[config.mk]
export PLATFORM = sky130hd
export DESIGN_NAME = overwriting_ring_queue
export DESIGN_NICKNAME = d
export VERILOG_FILES = /design/src/rtl/ovq_pkg.sv /design/src/rtl/overwriting_ring_queue.sv
export SDC_FILE = /design/constraint.sdc
export NUM_CORES = 1
export LEC_CHECK = 0
export ABC_AREA = 1
export BUFFER_PORTS_ARGS = -buffer_cell sky130_fd_sc_hd__buf_2
export CAP_MARGIN = 20
export CORE_MARGIN = 1
export CORE_UTILIZATION = 35
export DETAILED_ROUTE_END_ITERATION = 8
export PLACE_DENSITY = 0.58
export SLEW_MARGIN = 10
export SYNTH_ARGS = -nofsm -noshare
export SYNTH_HDL_FRONTEND = slang
export SYNTH_SLANG_ARGS = --single-unit
[constraint.sdc]
create_clock -name i_clk -period 15.4 [get_ports i_clk]
set_input_delay 4.62 -clock i_clk [delete_from_list [all_inputs] [get_ports i_clk]]
set_output_delay 4.62 -clock i_clk [all_outputs]
set_load 0.05 [all_outputs]
[src/rtl/ovq_pkg.sv]
// Shared definitions for the overwriting ring queue: field widths, operation
// and status codes, and the default values of the top-level parameters.
// No dependencies.
package ovq_pkg;

    localparam int DATA_W        = 64;
    localparam int OP_W          = 2;
    localparam int STATUS_W      = 2;
    localparam int CNT_W         = 5;

    localparam int DEPTH_DEF     = 16;
    localparam int ELEM_W_DEF    = 64;
    localparam int QSIZE_RESET   = 16;

    typedef enum logic [OP_W-1:0] {
        OP_WRITE = 2'd0,
        OP_GET   = 2'd1,
        OP_POP   = 2'd2,
        OP_CLEAR = 2'd3
    } t_op;

    typedef enum logic [STATUS_W-1:0] {
        ST_OK        = 2'd0,
        ST_OVERWRITE = 2'd1,
        ST_EMPTY     = 2'd2
    } t_status;

    // Result fields that wait in the stage between the memory read and the
    // output register.
    typedef struct packed {
        t_status            status;
        logic               has_data;
        logic [CNT_W-1:0]   count;
        logic               empty;
        logic               full;
    } t_res;

endpackage

[src/rtl/overwriting_ring_queue.sv]
// Overwriting ring queue: one element memory with head/tail pointers and a
// fill count held in registers, followed by a read stage and an output register.
// Depends on ovq_pkg.
//
// Usage: each input beat on i_valid/o_stall carries one operation in i_op
// (write, get, pop or clear) and, for a write, the element in i_data_in.
// Every input beat yields exactly one output beat on o_valid/i_stall with a
// status, the element read by a successful get (zero otherwise), the fill
// count after the operation and the empty and full flags.
// An accepted beat passes the read stage and the output register to o_valid. The
// pointer and count update happen in the accept cycle and the element memory has
// a single synchronous port, so one operation is accepted every cycle while
// o_stall is low; the read stage and the output register let a new beat enter
// while a result waits. When the receiver holds i_stall, the result stays in the
// output register, the read stage fills behind it and o_stall rises until it drains.
// The queue size register is written through i_cfg_we/i_cfg_data; a write
// also empties the queue. A size of zero acts as one, a size above the
// storage depth acts as the depth.
// Reset empties the queue and sets the size to 16, or to the storage depth if
// that is smaller; the element memory keeps its contents and needs no clearing pass.
module overwriting_ring_queue #(
    parameter int DEPTH      = ovq_pkg::DEPTH_DEF,
    parameter int ELEM_WIDTH = ovq_pkg::ELEM_W_DEF
) (
    input  logic                          i_clk,
    input  logic                          i_rst_n,
    input  logic                          i_cfg_we,
    input  logic [ovq_pkg::CNT_W-1:0]     i_cfg_data,
    input  logic                          i_valid,
    output logic                          o_stall,
    input  logic [ovq_pkg::OP_W-1:0]      i_op,
    input  logic [ovq_pkg::DATA_W-1:0]    i_data_in,
    output logic                          o_valid,
    input  logic                          i_stall,
    output logic [ovq_pkg::STATUS_W-1:0]  o_status,
    output logic [ovq_pkg::DATA_W-1:0]    o_data_out,
    output logic [ovq_pkg::CNT_W-1:0]     o_fill_count,
    output logic                          o_is_empty,
    output logic                          o_is_full
);
    import ovq_pkg::*;

    localparam int AW         = (DEPTH > 1) ? $clog2(DEPTH) : 1;
    localparam int CmpW       = ((AW > CNT_W) ? AW : CNT_W) + 1;
    localparam int MaxSizeInt = (DEPTH < 31) ? DEPTH : 31;
    localparam logic [CNT_W-1:0] MaxSize   = CNT_W'(MaxSizeInt);
    localparam logic [CNT_W-1:0] SizeReset =
        (QSIZE_RESET > MaxSizeInt) ? MaxSize : CNT_W'(QSIZE_RESET);

    logic [ELEM_WIDTH-1:0] mem [DEPTH];

    logic [CNT_W-1:0]      r_size;
    logic [AW-1:0]         r_head, n_head;
    logic [AW-1:0]         r_tail, n_tail;
    logic [CNT_W-1:0]      r_count, n_count;
    logic                  r_s1_valid;
    t_res                  r_s1, n_s1;
    logic [ELEM_WIDTH-1:0] r_rd_data;
    logic                  r_o_valid;
    t_res                  r_o;
    logic [DATA_W-1:0]     r_o_data;

    logic                  in_acc;
    logic                  s1_move;
    logic                  mem_we;
    logic                  mem_re;
    logic [CNT_W-1:0]      cfg_size;
    logic [AW-1:0]         head_adv;
    logic [AW-1:0]         tail_adv;
    t_op                   op;

    // Wrap an index back to zero when it reaches the effective size.
    function automatic logic [AW-1:0] advance(input logic [AW-1:0] p,
                                              input logic [CNT_W-1:0] size);
        logic [CmpW-1:0] nxt;
        nxt = CmpW'(p) + CmpW'(1);
        return (nxt >= CmpW'(size)) ? '0 : AW'(nxt);
    endfunction

    assign op       = t_op'(i_op);
    assign s1_move  = r_s1_valid && (!r_o_valid || !i_stall);
    assign o_stall  = r_s1_valid && !s1_move;
    assign in_acc   = i_valid && !o_stall;
    assign head_adv = advance(r_head, r_size);
    assign tail_adv = advance(r_tail, r_size);

    always_comb begin
        if (i_cfg_data == '0) begin
            cfg_size = CNT_W'(1);
        end else if (i_cfg_data > MaxSize) begin
            cfg_size = MaxSize;
        end else begin
            cfg_size = i_cfg_data;
        end
    end

    always_comb begin
        n_head          = r_head;
        n_tail          = r_tail;
        n_count         = r_count;
        n_s1.status     = ST_OK;
        n_s1.has_data   = 1'b0;
        mem_we          = 1'b0;
        mem_re          = 1'b0;
        unique case (op)
            OP_WRITE: begin
                mem_we = 1'b1;
                n_tail = tail_adv;
                if (r_count >= r_size) begin
                    // Full: the oldest entry goes, so the count stays put.
                    n_head      = head_adv;
                    n_s1.status = ST_OVERWRITE;
                end else begin
                    n_count = r_count + CNT_W'(1);
                end
            end
            OP_GET: begin
                if (r_count == '0) begin
                    n_s1.status = ST_EMPTY;
                end else begin
                    mem_re        = 1'b1;
                    n_s1.has_data = 1'b1;
                    n_head        = head_adv;
                    n_count       = r_count - CNT_W'(1);
                end
            end
            OP_POP: begin
                if (r_count != '0) begin
                    n_head  = head_adv;
                    n_count = r_count - CNT_W'(1);
                end
            end
            OP_CLEAR: begin
                n_head  = '0;
                n_tail  = '0;
                n_count = '0;
            end
            default: begin
                n_head = r_head;
            end
        endcase
        n_s1.count = n_count;
        n_s1.empty = (n_count == '0);
        n_s1.full  = (n_count == r_size);
    end

    // Element memory. One operation per cycle uses at most one port, and a
    // read never targets an entry written in the same cycle.
    always_ff @(posedge i_clk) begin
        if (in_acc && mem_we) begin
            mem[r_tail] <= i_data_in[ELEM_WIDTH-1:0];
        end
        if (in_acc && mem_re) begin
            r_rd_data <= mem[r_head];
        end
    end

    always_ff @(posedge i_clk) begin
        if (!i_rst_n) begin
            r_size  <= SizeReset;
            r_head  <= '0;
            r_tail  <= '0;
            r_count <= '0;
        end else if (i_cfg_we) begin
            r_size  <= cfg_size;
            r_head  <= '0;
            r_tail  <= '0;
            r_count <= '0;
        end else if (in_acc) begin
            r_head  <= n_head;
            r_tail  <= n_tail;
            r_count <= n_count;
        end
    end

    always_ff @(posedge i_clk) begin
        if (!i_rst_n) begin
            r_s1_valid <= 1'b0;
            r_o_valid  <= 1'b0;
        end else begin
            if (in_acc) begin
                r_s1_valid <= 1'b1;
            end else if (s1_move) begin
                r_s1_valid <= 1'b0;
            end
            if (s1_move) begin
                r_o_valid <= 1'b1;
            end else if (!i_stall) begin
                r_o_valid <= 1'b0;
            end
        end
    end

    always_ff @(posedge i_clk) begin
        if (in_acc) begin
            r_s1 <= n_s1;
        end
        if (s1_move) begin
            r_o      <= r_s1;
            r_o_data <= r_s1.has_data ? DATA_W'(r_rd_data) : '0;
        end
    end

    assign o_valid      = r_o_valid;
    assign o_status     = r_o.status;
    assign o_data_out   = r_o_data;
    assign o_fill_count = r_o.count;
    assign o_is_empty   = r_o.empty;
    assign o_is_full    = r_o.full;

    a_count_in_size: assert property (@(posedge i_clk) disable iff (!i_rst_n)
        r_count <= r_size)
        else $error("fill count above queue size");

    a_ptr_in_size: assert property (@(posedge i_clk) disable iff (!i_rst_n)
        (CmpW'(r_head) < CmpW'(r_size)) && (CmpW'(r_tail) < CmpW'(r_size)))
        else $error("pointer beyond queue size");

    a_get_reads: assert property (@(posedge i_clk) disable iff (!i_rst_n)
        (in_acc && (op == OP_GET) && (r_count != '0))
            |=> (r_s1_valid && r_s1.has_data))
        else $error("get on a filled queue did not schedule a read");

    a_empty_zero: assert property (@(posedge i_clk) disable iff (!i_rst_n)
        (r_o_valid && (r_o.status == ST_EMPTY)) |-> (r_o_data == '0))
        else $error("get on empty queue returned data");

    a_flags: assert property (@(posedge i_clk) disable iff (!i_rst_n)
        r_o_valid |-> ((r_o.empty == (r_o.count == '0)) && !(r_o.empty && r_o.full)))
        else $error("inconsistent empty and full flags");

endmodule
==> flow_results.org <==
** Status
- The run finished with clean final reports.

** Global route
- Global-route wire length before repair :: 164000 µm
- Global routing finished with a remaining overflow of 0.
- Entering global routing, the biggest net connects 257 pins.
- Global routing usage summed across all routing layers :: 0.160
- Number of antenna violations at the first check in global routing :: 9
- The via count of the first global-routing pass came to 25600.

** Floorplan
- Area of the die :: 0.134 mm²
- I/O pin cnt :: 151
- In this run the core area contains 133 standard-cell rows.
- Placeable core area :: 0.132 mm²
- In this run the vertical extent of the chip is 366 µm.
- Die X :: 366 µm
- The initial utilization of the core area, before any placement, comes to 0.353.

** Clock tree
- The number of setup buffers added after CTS is 0.
- CTS Root Cell :: sky130_fd_sc_hd__clkbuf_16
- In this run, CTS created clock tree buffers numbering 121.
- Gates resized during post-CTS repair numbered 0.
- Hold repair after CTS inserted 0 buffers.
- Buffers from clock root to sink, at most :: 3
- Clock-pin slew on the worst setup and hold paths :: 0.06 ns
- Clock net sink count :: 1191
- Htree depth :: 3
- TritonCTS built the clock tree.
- Worst-skew pair later-pin latency :: 0.71 ns

** Yosys
- Post-synthesis compound-gate area fraction :: 0.0893
- Of the total synthesized cell area, the portion taken by full adders, half adders and majority gates is 0.00700.
- Xor and xnor area share after synthesis :: 0.00132
- The number of nets in the synthesized netlist is 3182.
- Synthesis handed over a netlist of 3080 instances.
- Top post-synthesis cells by area :: sky130_fd_sc_hd__edfxtp_1, sky130_fd_sc_hd__mux2i_1, sky130_fd_sc_hd__o221ai_1
- Of the post-synthesis cell area, the dominant cell type holds 0.757.
- A synthesized cell averages 15.1 µm².
- Count of synthesis-stage warnings from yosys :: 0
- Combinational family with the most area after synthesis :: compound AO/OA/AOI/OAI gates
- Simple-gate share of the synthesized area :: 0.0626
- Post-synthesis instance area :: 0.0464 mm²
- Flop and latch count out of synthesis :: 1191
- Share of synthesized area spent on multiplexers :: 0.0414
- Yosys top cell by area :: sky130_fd_sc_hd__edfxtp_1
- Sequential element share of the synthesized area :: 0.766
- The synthesized netlist contains 34 unique library cells.

** Placement
- At the end of routability-driven placement, the weighted congestion stood at 0.756.
- During placement, the flow inserted port buffers numbering 150.
- The wire-length estimate of the detail-placed layout is 56800 µm.
- Total placed instance area :: 0.0488 mm²

** Finish
- At the end of the flow, the number of nets in the layout was 3296.
- The finished cells cover 0.0527 mm².
- Of the cells placed in the final design, the portion with a size suffix greater than 1 is 0.118.
- Finished Core Util :: 0.401
- The area growth from synthesis to layout is 13.6%.

** Hold path
- The path class of the tightest hold or removal check is reg -> reg.

** Critical path
- The critical path is of the in -> out type.
- The worst setup path is captured at an output pin.
- Data arrives at the worst endpoint at 5.29 ns.
- Worst Path Max Fanout :: 3
- Type of origin of the critical path :: primary input
- At the worst endpoint, the required time is 10.78 ns.

** Timing
- Layout Skew :: 0.0363 ns
- Dividing the final minimum period by the clock period gives 0.644.
- Count of endpoints failing setup in the final report :: 0
- Slew Limit Fails :: 0
- For the pin with the worst max-slew slack, the measured transition is 1.12 ns.
- Final hold viol count :: 0
- Setup repair after global routing missed its margin :: false
- Final hold analysis gives a worst-case slack of 0.420 ns.
- Worst slew margin relative to its limit :: 0.251
- Derived from the worst setup path, the maximum achievable clock frequency is 101 MHz.
- Fin crit period :: 9.91 ns
- Total Neg Setup Slack :: 0 ns

** Route
- The routed design has 109000 µm of wire.
- In the routed layout, each cell is associated on average with a via count of 5.14.
- In the routed design, unresolved DRC markers number 0.
- For this run, the detailed router's first-pass iteration total came to 5.
- Residual antenna-violating net count after detailed routing :: 0
- The routed layout has 26000 vias.
- After detailed routing, the average wire length per cell comes to 21.6 µm.
- Starting DRC count in detailed routing :: 2162

** Run
- Count of maximum capacitance violations :: 0

** Pwr
- Dividing total power by cell area gives a power density of 127 mW/mm².
- The design draws 6.71 mW.
- Highest ir drop seen on vdd :: 103 µV
- Summed over all cells, the static leakage comes to 16.9 nW.
==> cell families after synthesis <==
logic type      after synthesis
flops                      1191
simple gates                728
compound gates              614
buf+inv                     322
mux                         192
fa+ha+maj                    26
xor+xnor                      7
==> critical path, cell delays in order <==
cell                      delay (ns)
sky130_fd_sc_hd__buf_2          0.08
sky130_fd_sc_hd__nand2_1        0.07
sky130_fd_sc_hd__inv_1          0.11
sky130_fd_sc_hd__nand2_1        0.10
sky130_fd_sc_hd__inv_1          0.06
sky130_fd_sc_hd__buf_2          0.25
==> stage by stage <==
stage | setup WS, ns | cells
global route | 5.41 | 5053
detailed placement | 5.48 | 4824
finish | 5.49 | 5053
global placement | 5.49 | 4824
floorplan | 4.99 | 3080
CTS | 5.48 | 5050
==> final timing paths <==
kind	slack, ns	cells past startpoint	from	end
worst max-delay path	5.49	6	i_stall	o_stall
worst min-delay path	0.42	0	r_s1[6]	o_fill_count[4]
worst max register to register	11.48	6	r_head[0]	r_rd_data[25]
worst min register to register	0.42	0	r_s1[6]	o_fill_count[4]
==> cells in the final DEF, fill, tap and decap left out, types with 51 or more instances in the layout <==
cell,Yosys,routed
sky130_fd_sc_hd__mux2i_1,192,192
sky130_fd_sc_hd__o32ai_1,51,51
sky130_fd_sc_hd__o221ai_1,192,192
sky130_fd_sc_hd__nand3_1,82,82
sky130_fd_sc_hd__o21ai_0,274,274
sky130_fd_sc_hd__buf_2,29,150
sky130_fd_sc_hd__o211ai_1,51,51
sky130_fd_sc_hd__inv_1,118,117
sky130_fd_sc_hd__edfxtp_1,1171,1171
sky130_fd_sc_hd__nor2_1,414,400
sky130_fd_sc_hd__clkbuf_16,0,124
sky130_fd_sc_hd__nand2_1,200,200
==> cell usage after synthesis <==
library cell / instances
sky130_fd_sc_hd__nand3b_1: 1
sky130_fd_sc_hd__buf_6: 24
sky130_fd_sc_hd__dfxtp_1: 20
sky130_fd_sc_hd__o211ai_1: 51
sky130_fd_sc_hd__o22ai_1: 17
sky130_fd_sc_hd__nand2_1: 200
sky130_fd_sc_hd__mux2i_1: 192
sky130_fd_sc_hd__inv_1: 118
sky130_fd_sc_hd__o21a_1: 1
sky130_fd_sc_hd__o31ai_1: 1
sky130_fd_sc_hd__buf_2: 29
sky130_fd_sc_hd__nor2_1: 414
sky130_fd_sc_hd__buf_8: 1
sky130_fd_sc_hd__ha_1: 26
sky130_fd_sc_hd__buf_4: 22
sky130_fd_sc_hd__nand4_1: 10
sky130_fd_sc_hd__o32ai_1: 51
sky130_fd_sc_hd__nand3_2: 2
sky130_fd_sc_hd__inv_4: 1
sky130_fd_sc_hd__inv_2: 1
sky130_fd_sc_hd__a31oi_1: 2
sky130_fd_sc_hd__clkbuf_1: 118
sky130_fd_sc_hd__clkinv_1: 1
sky130_fd_sc_hd__buf_1: 7
sky130_fd_sc_hd__nor2_4: 1
sky130_fd_sc_hd__a21oi_1: 17
sky130_fd_sc_hd__o21ai_1: 6
sky130_fd_sc_hd__nor3_1: 18
sky130_fd_sc_hd__o221ai_1: 192
sky130_fd_sc_hd__nand3_1: 82
sky130_fd_sc_hd__xor2_1: 7
sky130_fd_sc_hd__a21boi_0: 2
sky130_fd_sc_hd__o21ai_0: 274
sky130_fd_sc_hd__edfxtp_1: 1171
==> sequential cells by signal, indices dropped and copies added, names as in the netlist, 2 cells and up <==
register,count
r_tail,4
r_head,4
o_data_out,64
mem,1024
r_count,5
o_fill_count,5
r_size,5
r_rd_data,64
o_status,2
r_s1,10
==> cell type report <==
class / count / area, µm²
Antenna cell: 1 / 2.50
Timing Repair Buffer: 192 / 1120
Sequential cell: 1191 / 35600
Clock inverter: 76 / 696
Tap cell: 1755 / 2200
Inverter: 121 / 470
Clock buffer: 150 / 3200
Multi-Input combinational cell: 1567 / 9490
Fill cell: 12000 / 78900
==> layer usage <==
metal | wire (µm) | vias to the layer above | GRT usage
li1 | - | 12000 | -
met4 | 2260 | 4 | 0.0390
met2 | 54600 | 580 | 0.276
met1 | 47700 | 13200 | 0.211
met5 | 28 | - | 0
met3 | 4630 | 159 | 0.0233
==> report_power, final <==
part	switching [mW]	internal [mW]
combinational	0.176	0.0581
clock	1.22	1.67
sequential	0.0109	3.58
total	1.40	5.31
No activity file was read; power rests on OpenSTA's default activity.
